File: config.mk
export PLATFORM = sky130hd
export DESIGN_NAME = vbkf_mul
export DESIGN_NICKNAME = d
export VERILOG_FILES = /design/src/rtl/vbkf_pkg.sv /design/src/rtl/vbkf_mul.sv
export SDC_FILE = /design/constraint.sdc
export NUM_CORES = 2
export LEC_CHECK = 0
export BUFFER_PORTS_ARGS = -buffer_cell sky130_fd_sc_hd__buf_2
export CAP_MARGIN = 15
export CORE_UTILIZATION = 65
export DETAILED_ROUTE_END_ITERATION = 8
export GPL_TIMING_DRIVEN = 0
export PLACE_DENSITY = 0.84
export SYNTH_ARGS = -nofsm -noshare
export SYNTH_HDL_FRONTEND = slang
export SYNTH_SLANG_ARGS = --single-unit
File: constraint.sdc
create_clock -name clk -period 31.3 [get_ports clk]
set_input_delay 3.13 -clock clk [delete_from_list [all_inputs] [get_ports clk]]
set_output_delay 3.13 -clock clk [all_outputs]
set_load 0.005 [all_outputs]
File: src/rtl/vbkf_pkg.sv
// shared types, widths and helpers for the velocity and bias filter
// no dependencies
package vbkf_pkg;

  // time step fraction bits
  localparam int DT_BITS = 24;

  // multiplier operand and result widths (result covers shifts of 16 or more)
  localparam int MA_W  = 35;
  localparam int MB_W  = 33;
  localparam int MR_W  = 56;
  // width of the exact sums ahead of saturation
  localparam int SUM_W = 58;

  typedef struct packed {
    logic               cmd;
    logic signed [31:0] value_x;
    logic signed [31:0] value_y;
    logic        [23:0] time_step;
  } item_t;

  typedef struct packed {
    logic signed [31:0] velocity_x;
    logic signed [31:0] velocity_y;
    logic signed [31:0] bias_x;
    logic signed [31:0] bias_y;
  } result_t;

  // command codes
  localparam logic CMD_PREDICT = 1'b0;
  localparam logic CMD_UPDATE  = 1'b1;

  function automatic logic signed [31:0] sat32(input logic signed [SUM_W-1:0] v);
    logic signed [31:0] r;
    if (v > $signed(SUM_W'(64'sd2147483647))) begin
      r = 32'sh7fffffff;
    end else if (v < $signed(-SUM_W'(64'sd2147483648))) begin
      r = 32'sh80000000;
    end else begin
      r = v[31:0];
    end
    return r;
  endfunction

endpackage

File: src/rtl/vbkf_mul.sv
// shared signed multiply with round-to-nearest (ties away) rescale
// depends on vbkf_pkg
module vbkf_mul #(
  parameter int FRAC_BITS = 24
) (
  input  logic                              clk,
  input  logic signed [vbkf_pkg::MA_W-1:0]  a,
  input  logic signed [vbkf_pkg::MB_W-1:0]  b,
  input  logic                              frac_shift,
  output logic signed [vbkf_pkg::MR_W-1:0]  prod
);

  localparam int PW = vbkf_pkg::MA_W + vbkf_pkg::MB_W;

  logic [vbkf_pkg::MA_W-1:0] ma;
  logic [vbkf_pkg::MB_W-1:0] mb;
  logic [PW-1:0]             m;
  logic [PW-1:0]             r;
  logic                      neg;

  always_comb begin
    ma  = a[vbkf_pkg::MA_W-1] ? vbkf_pkg::MA_W'(-a) : vbkf_pkg::MA_W'(a);
    mb  = b[vbkf_pkg::MB_W-1] ? vbkf_pkg::MB_W'(-b) : vbkf_pkg::MB_W'(b);
    neg = a[vbkf_pkg::MA_W-1] ^ b[vbkf_pkg::MB_W-1];
    m   = PW'(ma) * PW'(mb);
    if (frac_shift) begin
      r = (m + (PW'(1) << (FRAC_BITS - 1))) >> FRAC_BITS;
    end else begin
      r = (m + (PW'(1) << (vbkf_pkg::DT_BITS - 1))) >> vbkf_pkg::DT_BITS;
    end
  end

  always_ff @(posedge clk) begin
    prod <= neg ? -$signed(r[vbkf_pkg::MR_W-1:0]) : $signed(r[vbkf_pkg::MR_W-1:0]);
  end

endmodule

* Word level (Yosys, flattened, before mapping)
Index checks and enable logic that the tools add are counted.
** Operators by class
- Add/subtract/negate cells :: 4
- Bitwise gates (word level) :: 1
- $mul :: 1
- Mux-type cells :: 3
** Operators by type and width (count)
- 68-bit by 24-bit adder with 68-bit output (second input constant) :: 1
- 35-bit by 33-bit multiplier with 68-bit output :: 1
- 44-bit negator with 56-bit output :: 1
- 44-bit two-way mux :: 1
- 35-bit two-way mux :: 1
- 35-bit negator :: 1
- 33-bit two-way mux :: 1
- 33-bit negator :: 1
- 1-bit XOR :: 1
** Word-level totals
- Bits of input ports :: 70
- Bits in registers :: 56
- Output and inout bits :: 56
- Word-level logic and storage cells :: 11

* Depth between registers and ports, before layout
- Depth after elaboration :: 6
- Mapped depth :: 43

* Least setup slack after synthesis
Ideal clock, no wire load.
- Kind :: input -> register
- Start :: input port a[0] in the netlist's numbering
- End :: register prod[42] in the netlist's numbering
- Arrival :: 14007 ps
- Stages on the path :: 42
- Data required time :: 31174 ps
- Library setup time :: 126 ps
- Buffers on the path :: 5
- Setup slack :: 17167 ps
- Cell sequence :: clkbuf_1 > clkinv_1 > clkbuf_1 > ha_1 > nand2_1 > or4_1 > inv_2 > nand2_1 > or4_1 > or3_1 > clkbuf_1 > o31ai_1 > xor2_1 > nor2_1 > fa_1 > inv_1 > fa_1 > inv_1 > (+6 left out) > fa_1 > inv_1 > fa_1 > inv_1 > ha_1 > clkbuf_1 > a21oi_1 > o21ai_1 > a211o_1 > a21o_1 > or3_1 > a222oi_1 > o2111ai_1 > or4b_1 > nor4_2 > buf_4 > a31oi_1 > xor2_1
** On the way
- Word-level cells in the longest chain between the ends :: 6
** Ends and longest elaborated chain
- from (decl) :: RTL line vbkf_mul.sv:7 : input logic signed [vbkf_pkg::MA_W-1:0] a,
- 35-bit negator :: RTL line vbkf_mul.sv:22 : ma = a[vbkf_pkg::MA_W-1] ? vbkf_pkg::MA_W'(-a) : vbkf_pkg::MA_W'(a);
- 35-bit two-way mux * :: RTL line vbkf_mul.sv:22
- 35-bit by 33-bit multiplier with 68-bit output * :: RTL line vbkf_mul.sv:25 : m = PW'(ma) * PW'(mb);
- 68-bit by 24-bit adder with 68-bit output * :: RTL line vbkf_mul.sv:27, vbkf_mul.sv:29
- 44-bit negator with 56-bit output :: RTL line vbkf_mul.sv:34 : prod <= neg ? -$signed(r[vbkf_pkg::MR_W-1:0]) : $signed(r[vbkf_pkg::MR_W-1:0]);
- 44-bit two-way mux * :: RTL line vbkf_mul.sv:34
- to (signal assigned) :: RTL line vbkf_mul.sv:34
- to (decl) :: RTL line vbkf_mul.sv:10 : output logic signed [vbkf_pkg::MR_W-1:0] prod
Every way passes the cells marked *; elsewhere a longest branch is shown, timed or not.
A chain may end at the register's enable or synchronous reset.

* Worst setup path after layout
- Start :: input port a[0] in the netlist's numbering
- End :: register prod[39] in the netlist's numbering
Same word-level chain as after synthesis.

==> impl_metrics.ini <==
[floorplan]
core_mm2 = 0.0618
die_w_um = 252
start_util = 0.659
row_count = 91
die_y_um = 252
die_area_mm2 = 0.0637
ios = 126

[worst_setup_path]
crit_required_ps = 31480
critPathKind = in -> reg
cpPeakStageDelay_ps = 990
critPathMaxFanout = 10
critPathBufInv = 10
cp_slowest_cell = xor2_1
cp-end-kind = register
cp.arrival_ps = 18200
cp-start-kind = input pin
path_delay_family = adder cells
cp_common_cell = fa_1

[cts]
clk_pin_slew_ps = 70
cts-resized-gates = 0
clk_path_buf_depth = 2
cts_inserted_buffers = 5
post_cts_buffers = 0
htree_levels = 2
cts.hold.buffers_added = 0
cts_tree = built
cts_sinks = 56
clock-root-buffer = clkbuf_16

[finish]
top_regs = prod (56)
area.sequential_mm2 = 0.00112
final_cell_mix = 1,052 x inv_1, 1,021 x fa_1, 754 x nand2_1
syn_to_final_growth_pct = 6.40
regMostFlops = prod
final_common_cell = inv_1
largest_register_ffs = 56
drive_above_1_share = 0.0482
nNetsFinal = 6331
nFillCells = 4988
multiInputGateArea_mm2 = 0.0350

[drt]
wl_per_cell_um = 27.9
drt-vias-per-instance = 6.27
num_vias = 36300
drt_iter0_drc = 4522
drc = 0
antenna_left = 0
firstDrtPassIters = 7
drt_wl_total_um = 161000

[min_path]
min_path_type = reg -> out

[flow_run]
cap_violations = 0

[sta]
worst_pin_slew_ps = 1430
min_period_over_period = 0.576
finalHoldViolCount = 0
setup_tns_ps = 0
setup_viol = 0
fmax_ghz = 0.0555
fin_crit_ps = 18020
rsz0062_at_grt = false
report.final.slew_viol_count = 0
relSlewSlack = 0.0480

[global_route]
grt_pass1_wl_um = 236000
grt_max_degree = 20
grt_usage = 0.522
antenna_found_initial = 13
grt_pass1_vias = 36900
grt_overflow_total = 0

[yosys]
seq_area_frac_synth = 0.0275
synthCells = 4759
yosys.area.top_type = fa_1
synth_edf_count = 0
ys_warn_count = 0
avgSynthCellArea_um2 = 8.56
async_reset_ff_frac = 0
syn-num-nets = 6149
synth-seq-cells = 56
synth.distinct_cells = 81
synthesis.area_mm2 = 0.0407
synth_top_area_frac = 0.502
synth_ff_type = dfxtp_1
netlist_top_cells_area = fa_1 50%, inv_1 9.7%, ha_1 9.2%

[status]
outcome = complete, no violations

[place]
gp_congestion = 1.15
dp_hpwl_um = 136000
io_buffer_count = 120
routing by layer:
layer,global-route usage,share of wire
met4,0.405,0.10
met3,0.223,0.16
met2,0.741,0.41
met1,0.627,0.33
met5,0,0.00065
cells in the mapped netlist (all sizes together), types with 32 or more instances:
library cell and count:
xnor2 114, o21ai 90, dfxtp 56, nor3 32, a21oi 115, nand4 36
xor2 78, ha 299, clkbuf 200, inv 1053, nor2 566, fa 1021
nand2 754
kinds of logic (layout without fill, tap and decap cells):
family                   Yosys count  in the layout  share of synthesized area
AND/OR/NAND/NOR                 1542           1542                      0.158
AO/OA/AOI/OAI                    380            380                     0.0609
flip-flops                        56             56                     0.0275
buffers and inverters           1263           1446                      0.117
multiplexers                       6              6                    0.00209
XOR/XNOR                         192            192                     0.0413
other                              0              8                          0
adder cells (fa/ha/maj)         1320           1320                      0.594
final cells by class:
cell class                      instances  share of cell area
Antenna cell                            8            0.000462
Buffer                                209              0.0185
Clock buffer                            5             0.00289
Clock inverter                          3            0.000577
Inverter                             1054              0.0913
Multi-Input combinational cell       3440               0.808
Sequential cell                        56              0.0259
Tap cell                              837              0.0242
Timing Repair Buffer                  175              0.0279
worst paths after layout:
kind / start / slack [ps] / cells past startpoint / to
max: a[0] / 13280 / 38 / prod[39]
min: prod[47] / 3830 / 1 / prod[47]
stage by stage:
step	instance area [um^2]	util	setup WS (ps)	hold WS, ps	instances
after floorplan	40700	-	17170	3410	4759
after global placement	42400	0.685	13480	3510	5716
after global routing	43300	0.701	12910	3840	5779
after CTS	43200	0.698	13860	3830	5764
final	43300	0.701	13280	3830	5787
after detailed placement	43000	0.696	13600	3510	5756
Power is not shown: default switching activity piles up to over one toggle a cycle in this logic, so the estimate is an artifact.
