==> src/rtl/vbkf_div.sv <==
// bit-serial rounded gain divider, saturating to the signed 32-bit range
// no dependencies; self-contained logic
module vbkf_div #(
  parameter int FRAC_BITS = 24
) (
  input  logic               clk,
  input  logic               rst,
  input  logic               start,
  input  logic signed [31:0] num,
  input  logic        [31:0] den,
  output logic               done,
  output logic signed [31:0] quot
);

  localparam int NW = 32 + FRAC_BITS + 1;

  logic [31:0]   nmag;
  logic [NW-1:0] n_full;
  logic [63:0]   hi;
  logic          sat_now;

  logic          busy;
  logic          neg;
  logic          sat;
  logic [31:0]   rem;
  logic [30:0]   lo;
  logic [30:0]   qbits;
  logic [4:0]    cnt;
  logic [32:0]   trial;
  logic          qbit;

  always_comb begin
    nmag    = num[31] ? 32'(-num) : 32'(num);
    n_full  = (NW'(nmag) << FRAC_BITS) + NW'(den >> 1);
    hi      = 64'(n_full >> 31);
    sat_now = hi >= 64'(den);
    trial   = {rem, lo[30]};
    qbit    = trial >= {1'b0, den};
  end

  always_ff @(posedge clk) begin
    if (rst) begin
      busy <= 1'b0;
      done <= 1'b0;
    end else begin
      done <= 1'b0;
      if (start) begin
        neg   <= num[31];
        sat   <= sat_now;
        rem   <= hi[31:0];
        lo    <= n_full[30:0];
        qbits <= '0;
        cnt   <= 5'd30;
        busy  <= !sat_now;
        done  <= sat_now;
      end else if (busy) begin
        rem   <= qbit ? 32'(trial - {1'b0, den}) : trial[31:0];
        lo    <= {lo[29:0], 1'b0};
        qbits <= {qbits[29:0], qbit};
        cnt   <= cnt - 5'd1;
        if (cnt == 5'd0) begin
          busy <= 1'b0;
          done <= 1'b1;
        end
      end
    end
  end

  always_comb begin
    if (sat) begin
      quot = neg ? 32'sh80000000 : 32'sh7fffffff;
    end else begin
      quot = neg ? -$signed({1'b0, qbits}) : $signed({1'b0, qbits});
    end
  end

endmodule

==> config.mk <==
export PLATFORM = sky130hd
export DESIGN_NAME = vbkf_div
export DESIGN_NICKNAME = d
export VERILOG_FILES = /design/src/rtl/vbkf_div.sv
export SDC_FILE = /design/constraint.sdc
export NUM_CORES = 1
export LEC_CHECK = 0
export BUFFER_PORTS_ARGS = -buffer_cell sky130_fd_sc_hd__buf_2
export CAP_MARGIN = 20
export CORE_MARGIN = 1
export CORE_UTILIZATION = 55
export DETAILED_ROUTE_END_ITERATION = 10
export PLACE_DENSITY = 0.81
export SETUP_SLACK_MARGIN = 0.3
export SYNTH_ARGS = -nofsm -noshare
export SYNTH_HDL_FRONTEND = slang
export SYNTH_SLANG_ARGS = --single-unit
export TNS_END_PERCENT = 10
==> constraint.sdc <==
create_clock -name clk -period 5.8 [get_ports clk]
set_input_delay 0.29 -clock clk [delete_from_list [all_inputs] [get_ports clk]]
set_output_delay 0.29 -clock clk [all_outputs]
set_load 0.02 [all_outputs]
# ---- Yosys cells after proc, flatten, opt, wreduce, memory -nomap -nowiden
# Index checks and enable logic that the tools add are counted.
dict set report word_totals {
  reg_bits 103
  latchBits 0
  ram_bits 0
  mem_bits_ro 0
  output_inout_bits 33
  wordCells 39
  memories 0
}
dict set report classes {
  addsub 5
  mul 0
  div 0
  order_cmp 2
  n_eq_ne 0
  shifts 0
  muxes 17
  bitwise_logic 1
  reduce_logical 5
}
# operator n
set op_table {}
lappend op_table {{$mux 32} 6}
lappend op_table {{$mux 31} 3}
lappend op_table {{$add 56x31->57} 1}
lappend op_table {{$ge 33x32->1} 1}
lappend op_table {{$ge 26x32->1} 1}
lappend op_table {{$neg 31->32} 1}
lappend op_table {{$neg 32->32} 1}
lappend op_table {{$sub 32x32->32} 1}
lappend op_table {{$mux 26} 1}
lappend op_table {{$mux 1} 6}
lappend op_table {{$logic_not 5->1} 1}
lappend op_table {{$mux 5} 1}
lappend op_table {{$sub 5x1->5 const B} 1}
lappend op_table {{$reduce_and 2->1} 2}
lappend op_table {{$reduce_bool 2->1} 1}
lappend op_table {{$logic_not 1->1} 1}
lappend op_table {{$not 1->1} 1}

# ---- Logic depth before layout (Yosys ltp)
dict set report depth {
  word_depth 6
  ltp_mapped 24
}

# ---- Worst setup path after synthesis
# OpenSTA, ideal clock, no wires.
dict set report synth_path {
  path_kind {input-to-reg}
  startpoint {input start}
  endpoint {register cnt[0] (enable)}
  setup_time_ps 559
  arrival_time_ps 4988
  required_ps 5241
  setup_slack_ps 253
  stages 4
  path_buffers 2
  path_cell_list {clkbuf_1 clkbuf_1 nor2_1 nor2_1}
}
dict set report synth_via {
  elab_chain_len 2
}
# item line
set synth_lines {}
lappend synth_lines {{from (decl)} 8} ;# input logic start,
lappend synth_lines {{$reduce_bool 2->1 (no source line)} n/a}
lappend synth_lines {{$reduce_and 2->1 (no source line)} n/a}
lappend synth_lines {{to (signal assigned)} 60} ;# cnt <= cnt - 5'd1;
lappend synth_lines {{to (decl)} 28} ;# logic [4:0] cnt;
# No other way between the ends.
# A chain may end at the register's enable or synchronous reset.

# ---- Final worst setup path
dict set report layout_path {
  startpoint {input num[0]}
  endpoint {register done}
}
dict set report layout_via {
  elab_chain_len 5
}
# item line
set layout_lines {}
lappend layout_lines {{from (decl)} 9} ;# input logic signed [31:0] num,
lappend layout_lines {{$neg 32->32} 33} ;# nmag = num[31] ? 32'(-num) : 32'(num);
lappend layout_lines {{$mux 32 *} 33}
lappend layout_lines {{$add 56x31->57 *} 34} ;# n_full = (NW'(nmag) << FRAC_BITS) + NW'(den >> 1);
lappend layout_lines {{$ge 26x32->1 *} 36} ;# sat_now = hi >= 64'(den);
lappend layout_lines {{$mux 1 *} 47} ;# if (start) begin
lappend layout_lines {{to (signal assigned)} 55} ;# done <= sat_now;
lappend layout_lines {{to (decl)} 11} ;# output logic done,
# Mark *: on every way between the ends. The rest lies on a longest branch, timed or not.

==> flow_summary.yaml <==
sta:
  fmax_mhz: 202
  fin_skew_ns: 0.0176
  tns_ns: 0
  final_hold_viol_count: 0
  finalCriticalPeriod_ns: 4.95
  drv_slew: 0
  rsz0062_at_grt: "false"
  slew_headroom_pct: 34.4
  setup_viol_count_final: 0
  worstMarginPinSlew_ns: 0.959
  period_share_pct: 85.3
synthesis:
  ys_warn_count: 0
  synthMuxAreaShare_pct: 8.76
  syn_nets: 1200
  synth_flop_cell: "edfxtp_1"
  synth-adder-area-share_pct: 9.44
  synth_cells: 1062
  ys_seq_area_share_pct: 32.1
  synth_xor_area_share_pct: 8.32
  syn_area_sq_mm: 0.00957
  synth.avg_cell_area_sq_um: 9.01
  synth-compound-area-share_pct: 17.7
  synth_top_family_by_area: "simple AND/OR/NAND/NOR gates"
  synthArstFlopShare_pct: 0
  synth-seq-cells: 103
  synth_cell_type_count: 76
  synth_edf_count: 101
  yosys.area_share.simple_pct: 19.4
grt:
  grt_max_degree: 80
  grt_pass1_wl_mm: 38.9
  grt.overflow.total: 0
  grt_antenna_before_repair: 0
  grt_usage_pct: 27.1
  grt_pass1_vias: 7782
critical_path:
  r2r-start: "rem[0]"
  crit_chain: "buf_2 -> inv_1 -> ha_1 -> or3b_2 -> o31ai_1 -> xnor2_1 -> ha_1 -> o21ai_0 -> nand2b_1 -> o21a_1 -> nand3_1 -> nor3_2 -> a2bb2o_4 -> xnor2_2 -> ha_1 -> a21o_1 -> a21o_1 -> a21oi_1 -> o21a_1 -> o21ai_0 -> a21oi_1 -> o32a_1 -> nor3_1 -> o21a_1"
  timing.rr.end: "rem[16]"
  arrival_ns: 5.20
  cp_slowest_cell: "or3b_2"
  path_class: "in2reg"
  start_kind: "input pin"
  worstPathMaxFanout: 13
  cp.required_ns: 6.05
  cp-end-kind: "flop"
  worstRegToRegCells: 12
  setup.reg_to_reg.worst_slack_ns: 1.69
  slowest_delay_ns: 0.59
  path_buf_inv: 2
  crit_family: "compound AO/OA/AOI/OAI gates"
clocking:
  cts.sink_count: 103
  cts_buffers: 9
  clkLatencyLatePin_ns: 0.37
  cts_resized: 0
  post_cts_buffers: 0
  clock-root-buffer: "clkbuf_16"
  clkTransAtPathRegs_ns: 0.07
  cts_buffer_depth: 2
  htree_levels: 3
  cts_tree: "built"
  postCtsHoldBufs: 0
floorplan:
  rows: 47
  die_area_sq_mm: 0.0179
  io_pins: 100
  die_w_um: 134
  core_region_area_sq_mm: 0.0168
  fp.dieH_um: 134
  initial_core_util_pct: 57.1
power:
  combPwrFrac_pct: 36.3
  intPower_w: 0.00165
  power.clock.fraction_pct: 26.1
  power_switching_share_pct: 34.2
  ir_drop_v: 0.000144
  power_density_mw_per_mm2: 238
  power_w: 0.00251
  seqPwrFrac_pct: 37.6
  power_switching_w: 0.000860
  power.leakage_nw: 4.22
min_path:
  hold-path-endpoint: "busy"
  hp-class: "in2reg"
  holdPathStages: 2
  hold_start: "rst"
outcome:
  status: "complete, no violations"
routing:
  post_drt_via_cell_ratio: 6.15
  wl_per_cell_um: 17.4
  remaining_drc_errors: 0
  antenna_left: 0
  detail_route.first_pass.iterations: 5
  wirelength_mm: 23.6
  vias: 8339
  first_iter_violations: 714
placed_design:
  place_area_sq_mm: 0.0103
  port_buffers: 99
  hpwlAfterDp_mm: 17.5
  gp_congestion: 0.975
layout:
  area_delta_synth_final_pct: 10.3
  layout-drive-gt1-share_pct: 17.1
  nets: 1270
  final_cell_area_sq_mm: 0.0106
  fill_cells: 1445
  diodes: 0
run:
  max-cap-violations: 0
-- power by group through the flow --
stage               Sequential [W]  Clock [W]  Combinational, W
finish                    0.000943   0.000655          0.000912
global route              0.000949   0.000686           0.00101
CTS                       0.000942   0.000665          0.000904
detailed placement        0.000958          0          0.000897
global placement          0.000956          0          0.000876
floorplan                 0.000948          0          0.000680
-- through the flow --
stage	util [%]	setup WS (ns)	cells	hold slack (ns)
finish	63.0	0.853	1357	0.185
global route	63.0	0.484	1357	0.179
CTS	63.0	0.905	1357	0.181
detailed placement	61.2	0.573	1341	0.510
global placement	61.2	0.696	1341	0.513
floorplan	-	1.18	1062	0.369
-- placed cells by master (no fill, tap or decap), types with 23 or more instances in the layout --
cell,n
nand2_1,47
a21o_1,33
xnor2_1,53
mux2i_1,23
a21oi_1,71
mux2_2,53
nor2_1,88
ha_1,69
inv_1,57
o21ai_0,53
nor2b_1,43
edfxtp_1,101
nor3_1,30
buf_2,99
xor2_1,36
-- per-layer routing --
| layer | vias up | wire, um | global-route usage [%] | part of all wire, % |
|---|---|---|---|---|
| met4 | 0 | 604 | 9.85 | 2.6 |
| met2 | 286 | 10900 | 43.1 | 46 |
| met3 | 48 | 1410 | 3.06 | 6.0 |
| met5 | - | 0 | 0 | 0 |
| met1 | 3924 | 10800 | 37.9 | 45 |
| li1 | 4081 | - | - | - |
-- sequential cells by signal, summed over array words and instances, names as in the netlist --
register and flops:
qbits 31, cnt 5, lo 31, done 1
busy 1, rem 32, sat 1, neg 1
-- cells in the mapped netlist, drive strengths merged, types with 18 or more instances --
library cell / count / area share (%)
a21o: 33 / 2.6
nand2: 47 / 1.8
inv: 57 / 2.2
nor2: 90 / 3.5
xor2: 36 / 3.3
nand3: 22 / 1.2
xnor2: 54 / 5.0
mux2i: 23 / 2.4
a21oi: 71 / 3.7
nor2b: 43 / 2.8
o21ai: 54 / 2.8
nor3: 32 / 1.8
clkbuf: 45 / 1.8
ha: 69 / 9.0
mux2: 54 / 6.4
edfxtp: 101 / 32
or3: 22 / 1.4
nor4: 18 / 1.2
-- logic make-up (layout without fill, tap and decap cells) --
family / after synthesis / in the layout
AND/OR/NAND/NOR: 351 / 351
AO/OA/AOI/OAI: 260 / 260
buffers and inverters: 109 / 184
flip-flops: 103 / 103
XOR/XNOR: 90 / 90
multiplexers: 77 / 77
adder cells (fa/ha/maj): 71 / 71
other: 1 / 1
-- how the worst max path moves through the flow --
stage / depth (start not counted) / to / startpoint
6_report: 24 / done / num[0]
5_1_grt: 24 / done / num[0]
4_1_cts: 24 / done / num[0]
3_5_place_dp: 24 / done / num[0]
3_3_place_gp: 21 / done / num[0]
2_1_floorplan: 24 / done / num[31]
-- cell type report --
type / count / area, sq um / area share (%)
Timing Repair Buffer: 110 / 591 / 5.59
Sequential cell: 103 / 3070 / 29.1
Multi-Input combinational cell: 850 / 6090 / 57.7
Inverter: 58 / 218 / 2.06
Clock inverter: 5 / 63.8 / 0.604
Tap cell: 220 / 275 / 2.61
Clock buffer: 11 / 243 / 2.30
Power figures use the tool's default switching activity.
